$ cat config.mk
export PLATFORM = sky130hd
export DESIGN_NAME = double_ended_queue
export DESIGN_NICKNAME = d
export VERILOG_FILES = /design/src/design/ddq_pkg.sv /design/src/design/ddq_ram.sv /design/src/design/double_ended_queue.sv
export VERILOG_INCLUDE_DIRS = /design/src /design/src/design
export SDC_FILE = /design/constraint.sdc
export NUM_CORES = 2
export LEC_CHECK = 0
export BUFFER_PORTS_ARGS = -buffer_cell sky130_fd_sc_hd__buf_2
export CAP_MARGIN = 30
export CORE_MARGIN = 2
export CORE_UTILIZATION = 35
export DETAILED_ROUTE_END_ITERATION = 10
export MAX_ROUTING_LAYER = met4
export PLACE_DENSITY_LB_ADDON = 0.12
export SYNTH_ARGS = -nofsm -noshare
export SYNTH_HDL_FRONTEND = slang
export SYNTH_SLANG_ARGS = --single-unit
$ cat constraint.sdc
create_clock -name clk -period 4.6 [get_ports clk]
set_input_delay 0.23 -clock clk [delete_from_list [all_inputs] [get_ports clk]]
set_output_delay 0.23 -clock clk [all_outputs]
set_load 0.05 [all_outputs]
$ cat src/design/double_ended_queue_defines.svh
// Assertion macros shared by the double-ended queue RTL.
// Each macro expects signals named clk and arst_n in the scope where it is used.
`ifndef DOUBLE_ENDED_QUEUE_DEFINES_SVH
`define DOUBLE_ENDED_QUEUE_DEFINES_SVH

// The consequent must hold in the same cycle as the antecedent.
`define DDQ_ASSERT_SAME(label, ante, cons) \
	label: assert property (@(posedge clk) disable iff (!arst_n) (ante) |-> (cons)) \
		else $error("assertion failed");

// The consequent must hold in the cycle after the antecedent.
`define DDQ_ASSERT_NEXT(label, ante, cons) \
	label: assert property (@(posedge clk) disable iff (!arst_n) (ante) |=> (cons)) \
		else $error("assertion failed");

`endif

$ cat src/design/ddq_pkg.sv
// Shared types, constants and pointer helpers for the double-ended queue.
// Depends on nothing; used by the top level.
`default_nettype none

package ddq_pkg;

	localparam int DEPTH     = 64;
	localparam int WORD_BITS = 32;
	localparam int IDX_BITS  = $clog2(DEPTH);
	localparam int CNT_BITS  = $clog2(DEPTH + 1);
	localparam int KIND_BITS = 3;
	localparam int DATA_BITS = 32;
	localparam int STAT_BITS = 2;
	localparam int OCC_BITS  = 7;

	localparam logic [KIND_BITS-1:0] K_PUSH_FRONT = 3'd0;
	localparam logic [KIND_BITS-1:0] K_PUSH_BACK  = 3'd1;
	localparam logic [KIND_BITS-1:0] K_POP_FRONT  = 3'd2;
	localparam logic [KIND_BITS-1:0] K_POP_BACK   = 3'd3;
	localparam logic [KIND_BITS-1:0] K_PEEK_FRONT = 3'd4;
	localparam logic [KIND_BITS-1:0] K_PEEK_BACK  = 3'd5;

	localparam logic [STAT_BITS-1:0] ST_OK    = 2'd0;
	localparam logic [STAT_BITS-1:0] ST_EMPTY = 2'd1;
	localparam logic [STAT_BITS-1:0] ST_FULL  = 2'd2;

	typedef logic [IDX_BITS-1:0] idx_t;
	typedef logic [CNT_BITS-1:0] cnt_t;

	// Information about one operation on its way from the RAM read to the output.
	typedef struct packed {
		logic                 is_read;
		logic [STAT_BITS-1:0] status;
		cnt_t                 occ;
	} ddq_res_t;

	function automatic idx_t step_up(input idx_t i);
		step_up = (i == idx_t'(DEPTH - 1)) ? '0 : i + idx_t'(1);
	endfunction

	function automatic idx_t step_down(input idx_t i);
		step_down = (i == '0) ? idx_t'(DEPTH - 1) : i - idx_t'(1);
	endfunction

endpackage

`default_nettype wire

$ cat src/design/ddq_ram.sv
// Simple dual-port RAM with one write port and one registered read port.
// Generic; depends on nothing.
`default_nettype none

module ddq_ram #(
	parameter int DEPTH_P = 64,
	parameter int WIDTH_P = 32
) (
	input  wire logic                       clk,
	input  wire logic                       we,
	input  wire logic [$clog2(DEPTH_P)-1:0] waddr,
	input  wire logic [WIDTH_P-1:0]         wdata,
	input  wire logic                       re,
	input  wire logic [$clog2(DEPTH_P)-1:0] raddr,
	output logic      [WIDTH_P-1:0]         rdata
);

	logic [WIDTH_P-1:0] mem [DEPTH_P];

	always_ff @(posedge clk) begin
		if (we) begin
			mem[waddr] <= wdata;
		end
	end

	always_ff @(posedge clk) begin
		if (re) begin
			rdata <= mem[raddr];
		end
	end

endmodule

`default_nettype wire

$ cat src/design/double_ended_queue.sv
// Top level of the double-ended queue: pointer logic, RAM and output register.
// Depends on ddq_pkg, ddq_ram and double_ended_queue_defines.svh.
`default_nettype none
`include "double_ended_queue_defines.svh"

// The block is a double-ended queue of up to 64 signed 32-bit words held in a
// ring buffer in one synchronous RAM. Each input beat names one operation
// (push front or back, pop front or back, peek front or back) and yields
// exactly one output beat carrying the word read, a status and the number of
// words held afterwards. Pointers and the count are updated as the input beat
// is accepted, and the RAM is written or read in that same cycle; the read
// data is registered in the RAM and the result then passes from stage one
// into the output register. One beat is accepted every cycle while the
// output is not stalled, because the RAM read latency is covered by a
// one-deep stage and a separate output register. A push never collides
// with a later read of the same slot: the write lands before that read
// samples it. Popping or peeking an empty queue answers all ones with status
// empty; pushing onto a full queue drops the word with status full. Kinds
// six and seven do nothing and answer zero with status ok. The RAM needs no
// clearing after reset: only slots filled by a push are ever read.
module double_ended_queue (
	input  wire logic                               clk,
	input  wire logic                               arst_n,
	input  wire logic                               in_valid,
	output logic                                    in_stall,
	input  wire logic [ddq_pkg::KIND_BITS-1:0]      kind,
	input  wire logic signed [ddq_pkg::DATA_BITS-1:0] push_word,
	output logic                                    out_valid,
	input  wire logic                               out_stall,
	output logic signed [ddq_pkg::DATA_BITS-1:0]    read_word,
	output logic      [ddq_pkg::STAT_BITS-1:0]      status,
	output logic      [ddq_pkg::OCC_BITS-1:0]       occupancy
);

	// Ring pointers and fill count.
	ddq_pkg::idx_t head_q;
	ddq_pkg::idx_t tail_q;
	ddq_pkg::cnt_t count_q;

	ddq_pkg::idx_t head_d;
	ddq_pkg::idx_t tail_d;
	ddq_pkg::cnt_t count_d;

	// Stage one: the operation whose RAM read is in flight.
	logic              valid_s1;
	ddq_pkg::ddq_res_t res_s1;
	ddq_pkg::ddq_res_t res_d;

	// Output register.
	logic                            out_valid_q;
	logic [ddq_pkg::DATA_BITS-1:0]   read_word_q;
	logic [ddq_pkg::STAT_BITS-1:0]   status_q;
	logic [ddq_pkg::OCC_BITS-1:0]    occupancy_q;

	logic                            in_acc;
	logic                            s1_adv;
	logic                            is_empty;
	logic                            is_full;
	logic                            mem_we;
	logic                            mem_re;
	ddq_pkg::idx_t                   waddr;
	ddq_pkg::idx_t                   raddr;
	logic [ddq_pkg::WORD_BITS-1:0]   rdata;

	// Stage one moves on when the output register is free or being emptied.
	assign s1_adv   = valid_s1 && (!out_valid_q || !out_stall);
	assign in_stall = valid_s1 && !s1_adv;
	assign in_acc   = in_valid && !in_stall;

	assign is_empty = (count_q == '0);
	assign is_full  = (count_q == ddq_pkg::cnt_t'(ddq_pkg::DEPTH));

	// Decode the operation: next pointers, RAM access and status.
	always_comb begin
		head_d       = head_q;
		tail_d       = tail_q;
		count_d      = count_q;
		mem_we       = 1'b0;
		mem_re       = 1'b0;
		waddr        = tail_q;
		raddr        = head_q;
		res_d.is_read = 1'b0;
		res_d.status  = ddq_pkg::ST_OK;
		unique case (kind) inside
			ddq_pkg::K_PUSH_FRONT, ddq_pkg::K_PUSH_BACK: begin
				if (is_full) begin
					res_d.status = ddq_pkg::ST_FULL;
				end else begin
					mem_we  = 1'b1;
					count_d = count_q + ddq_pkg::cnt_t'(1);
					if (kind == ddq_pkg::K_PUSH_FRONT) begin
						head_d = ddq_pkg::step_down(head_q);
						waddr  = ddq_pkg::step_down(head_q);
					end else begin
						tail_d = ddq_pkg::step_up(tail_q);
						waddr  = tail_q;
					end
				end
			end
			ddq_pkg::K_POP_FRONT, ddq_pkg::K_PEEK_FRONT: begin
				if (is_empty) begin
					res_d.status = ddq_pkg::ST_EMPTY;
				end else begin
					mem_re        = 1'b1;
					res_d.is_read = 1'b1;
					raddr         = head_q;
					if (kind == ddq_pkg::K_POP_FRONT) begin
						head_d  = ddq_pkg::step_up(head_q);
						count_d = count_q - ddq_pkg::cnt_t'(1);
					end
				end
			end
			ddq_pkg::K_POP_BACK, ddq_pkg::K_PEEK_BACK: begin
				if (is_empty) begin
					res_d.status = ddq_pkg::ST_EMPTY;
				end else begin
					mem_re        = 1'b1;
					res_d.is_read = 1'b1;
					raddr         = ddq_pkg::step_down(tail_q);
					if (kind == ddq_pkg::K_POP_BACK) begin
						tail_d  = ddq_pkg::step_down(tail_q);
						count_d = count_q - ddq_pkg::cnt_t'(1);
					end
				end
			end
			default: begin
				// Unused kinds leave everything as it is.
			end
		endcase
		res_d.occ = count_d;
	end

	ddq_ram #(
		.DEPTH_P (ddq_pkg::DEPTH),
		.WIDTH_P (ddq_pkg::WORD_BITS)
	) u_ram (
		.clk   (clk),
		.we    (in_acc && mem_we),
		.waddr (waddr),
		.wdata (ddq_pkg::WORD_BITS'(unsigned'(push_word))),
		.re    (in_acc && mem_re),
		.raddr (raddr),
		.rdata (rdata)
	);

	always_ff @(posedge clk or negedge arst_n) begin
		if (!arst_n) begin
			head_q  <= '0;
			tail_q  <= '0;
			count_q <= '0;
		end else if (in_acc) begin
			head_q  <= head_d;
			tail_q  <= tail_d;
			count_q <= count_d;
		end
	end

	always_ff @(posedge clk or negedge arst_n) begin
		if (!arst_n) begin
			valid_s1 <= 1'b0;
		end else if (in_acc) begin
			valid_s1 <= 1'b1;
		end else if (s1_adv) begin
			valid_s1 <= 1'b0;
		end
	end

	// The RAM read data register holds while stage one waits, so only the
	// operation information needs to be kept here.
	always_ff @(posedge clk) begin
		if (in_acc) begin
			res_s1 <= res_d;
		end
	end

	always_ff @(posedge clk or negedge arst_n) begin
		if (!arst_n) begin
			out_valid_q <= 1'b0;
		end else if (s1_adv) begin
			out_valid_q <= 1'b1;
		end else if (!out_stall) begin
			out_valid_q <= 1'b0;
		end
	end

	always_ff @(posedge clk) begin
		if (s1_adv) begin
			if (res_s1.is_read) begin
				read_word_q <= ddq_pkg::DATA_BITS'(rdata);
			end else if (res_s1.status == ddq_pkg::ST_EMPTY) begin
				read_word_q <= '1;
			end else begin
				read_word_q <= '0;
			end
			status_q    <= res_s1.status;
			occupancy_q <= ddq_pkg::OCC_BITS'(res_s1.occ);
		end
	end

	assign out_valid = out_valid_q;
	assign read_word = signed'(read_word_q);
	assign status    = status_q;
	assign occupancy = occupancy_q;

	// The count never exceeds the ring size.
	`DDQ_ASSERT_SAME(a_count_bound, 1'b1, count_q <= ddq_pkg::cnt_t'(ddq_pkg::DEPTH))
	// An empty ring has its pointers together.
	`DDQ_ASSERT_SAME(a_empty_ptrs, is_empty, head_q == tail_q)
	// A push onto a full ring changes nothing.
	`DDQ_ASSERT_NEXT(a_full_push, in_acc && is_full && (kind == ddq_pkg::K_PUSH_FRONT || kind == ddq_pkg::K_PUSH_BACK), $stable(count_q) && $stable(head_q) && $stable(tail_q))
	// An empty answer always carries all ones.
	`DDQ_ASSERT_SAME(a_empty_word, out_valid_q && status_q == ddq_pkg::ST_EMPTY, read_word_q == '1)

endmodule

`default_nettype wire
==> impl_metrics.toml <==
[sta]
rsz0062_at_grt = "false"
finalSetupViolCount = 0
fmax_ghz = 0.2266
drv_slew = 0
setup_ws_ns = 0.1874
fin_crit_ns = 4.413
setup_tns_ns = 0
slew_headroom_pct = 34.08
skew_ns = 0.03893
hold_violations = 0
fin_crit_sh_pct = 95.93
tightest_slew_ns = 0.9834

[floorplan]
core_area_um2 = 237600
dieWidth_um = 492.4
dieArea_um2 = 242500
pin_count = 82
chipHeight_um = 492.4
row_count = 179
initial_core_util_pct = 35.14

[place]
io_buffers = 81
placed_area_um2 = 90790
pre_cts_ws_ns = 0.1952
dpl.hpwl_mm = 156.8
routabilityCongestion = 0.7996

[yosys]
synth_flop_cell = "edfxtp_1"
syn_inst = 6158
ys_types = 57
synth_area_um2 = 83500
asyncSetResetFlopFracSynth_pct = 0.9758
yosysSeqAreaShare_pct = 77.27
syn-mean-instance-area_um2 = 13.56
syn-num-nets = 6206
synth_edf_count = 2131
ys_ff_latch = 2152
synth_warnings = 0

[global_routing]
grt_pass1_vias = 50490
track_usage_pct = 22.61
use_met2_pct = 34.51
met3_usage_pct = 2.640
use_met1_pct = 32.69
grt.busiest_layer = "met2"
antenna_found_initial = 20
grt_max_degree = 85
grt_pass1_wl_mm = 384.2
grt-ovfl-total = 0

[setup_path]
critical_path_buf_inv_count = 3
crit_family = "simple AND/OR/NAND/NOR gates"
cpMaxStageDelayCell = "a211oi_2"
cp-start-kind = "register"
path_max_fanout = 82
max_stage_delay_ns = 0.61
crit_arrival_ns = 5.03
crit_required_ns = 5.22
critPathKind = "register to register"
end_kind = "register"
worstPathCellList = "inv_1 -> ha_1 -> nor2b_1 -> a211oi_2 -> mux2_8 -> buf_12 -> buf_12 -> nand2_1 -> a32oi_1 -> nand4_1 -> nand2_1 -> or4_1"

[route]
via_per_inst = 5.378
postRouteAntennaNets = 0
dr.pass1.iters = 5
drcViolationCount = 0
post_drt_wl_per_cell_um = 27.53
drt_iter0_markers = 5694
routed_wl_mm = 270.6
routed-via-count = 52880

[layout]
final_common_cell = "edfxtp_1"
drive_above_1_share_pct = 12.77
area_growth_pct = 17.67
fillCellCount = 21880
final_cell_mix = "edfxtp_1, nand2_1, nand3_1"
nNetsFinal = 6505
design_area_um2 = 98250

[hold_path]
hold_class = "primary input to register"

[power]
pwr_density_cell_nw_per_um2 = 605.3
power.leakage_nw = 32.80
ir_drop_v = 0.0003513

[status]
status = "finished clean"

[clock_network]
clockRootBuffer = "clkbuf_16"
tritoncts = "built"
clk_path_buf_depth = 3
clock_sink_count = 2152
path_clk_slew_ns = 0.06
post_cts_buffers = 0
clk-insertion-delay-late_ns = 0.89
cts_buffers = 227
ctsHtreeMaxLevel = 4
cts_resized = 0

[run]
max_cap_violations = 0
cell type report:
class	instances	area, um2	area share, %
Timing Repair Buffer	467	4581	4.662
Multi-Input combinational cell	3596	17940	18.26
Inverter	13	48.80	0.04966
Tap cell	3167	3963	4.033
Antenna cell	16	40.04	0.04075
Clock inverter	140	1240	1.262
Clock buffer	280	5922	6.027
Sequential cell	2152	64520	65.66
timing repair:
action | 4_1_cts | 5_1_grt
setup endpoints to repair | 0 | 0
hold buffers | 25 | 0
hold endpoints to repair | 343 | 0
sequential cells by signal, indices dropped and copies added (netlist names):
signal / cells
res_s1: 10
valid_s1: 1
read_word: 32
tail_q: 6
occupancy: 7
u_ram.mem: 2048
u_ram.rdata: 32
count_q: 7
status: 2
head_q: 6
out_valid: 1
routing by layer:
metal,vias to the layer above,wire (um)
met4,0,4552
met5,-,0
li1,23540,-
met2,1658,125500
met3,308,15070
met1,27370,125500
per-stage QoR:
step                util [%]  power (mW)  hold WS, ns  std cells
finish                 41.35       59.47      0.04810       9831
global route           41.33       62.09      0.03894       9818
CTS                    41.33       59.94     0.001115       9815
detailed placement     38.21       42.07       0.2737       9370
global placement       38.19       42.09       0.2805       9367
floorplan                  -       33.04     -0.06559       6158
synthesized netlist by cell type, types with 6 or more instances:
| cell | number | area share (%) |
|---|---|---|
| a21o_1 | 34 | 0.31 |
| nor3_1 | 13 | 0.078 |
| mux2_2 | 7 | 0.094 |
| a31oi_1 | 6 | 0.045 |
| buf_1 | 16 | 0.072 |
| buf_2 | 76 | 0.46 |
| nand2_1 | 1957 | 8.8 |
| dfrtp_1 | 21 | 0.63 |
| clkbuf_1 | 297 | 1.3 |
| buf_4 | 8 | 0.072 |
| o21ai_0 | 23 | 0.14 |
| a32oi_1 | 258 | 2.7 |
| and3_1 | 10 | 0.075 |
| edfxtp_1 | 2131 | 77 |
| nand4_1 | 258 | 1.9 |
| xnor2_1 | 10 | 0.10 |
| inv_1 | 12 | 0.054 |
| ha_1 | 9 | 0.13 |
| a21oi_1 | 275 | 1.6 |
| nand3_1 | 523 | 3.1 |
| or4_1 | 33 | 0.30 |
| nand2b_1 | 6 | 0.045 |
| nor2_1 | 100 | 0.45 |
| mux2i_1 | 11 | 0.13 |
power by group:
part | switching (mW) | internal (mW)
clock | 7.81 | 10.0
sequential | 0.427 | 22.2
combinational | 13.5 | 5.52
total | 21.8 | 37.7
final timing paths:
kind                                     from                end  slack, ns  cells past startpoint
worst max-delay path               count_q[1]    u_ram.rdata[22]       0.19                     12
worst min-delay path            push_word[12]  u_ram.mem[23][12]       0.05                      2
worst max register to register     count_q[1]    u_ram.rdata[22]       0.19                     12
worst min register to register      res_s1[3]       occupancy[3]       0.41                      0
max in group asynchronous              arst_n          head_q[3]       4.05                      4
min in group asynchronous              arst_n          out_valid       0.37                      4
cells by family after synthesis:
| family | share of synthesized area (%) |
|---|---|
| and+or+nand+nor | 15.00 |
| xor gates and xnor gates | 0.1468 |
| buffers and inverters | 1.993 |
| adders and majority gates | 0.1349 |
| muxes | 0.2263 |
| AOI/OAI and AO/OA | 5.233 |
| DFF | 77.27 |
No activity file was read; power rests on OpenSTA's default activity.
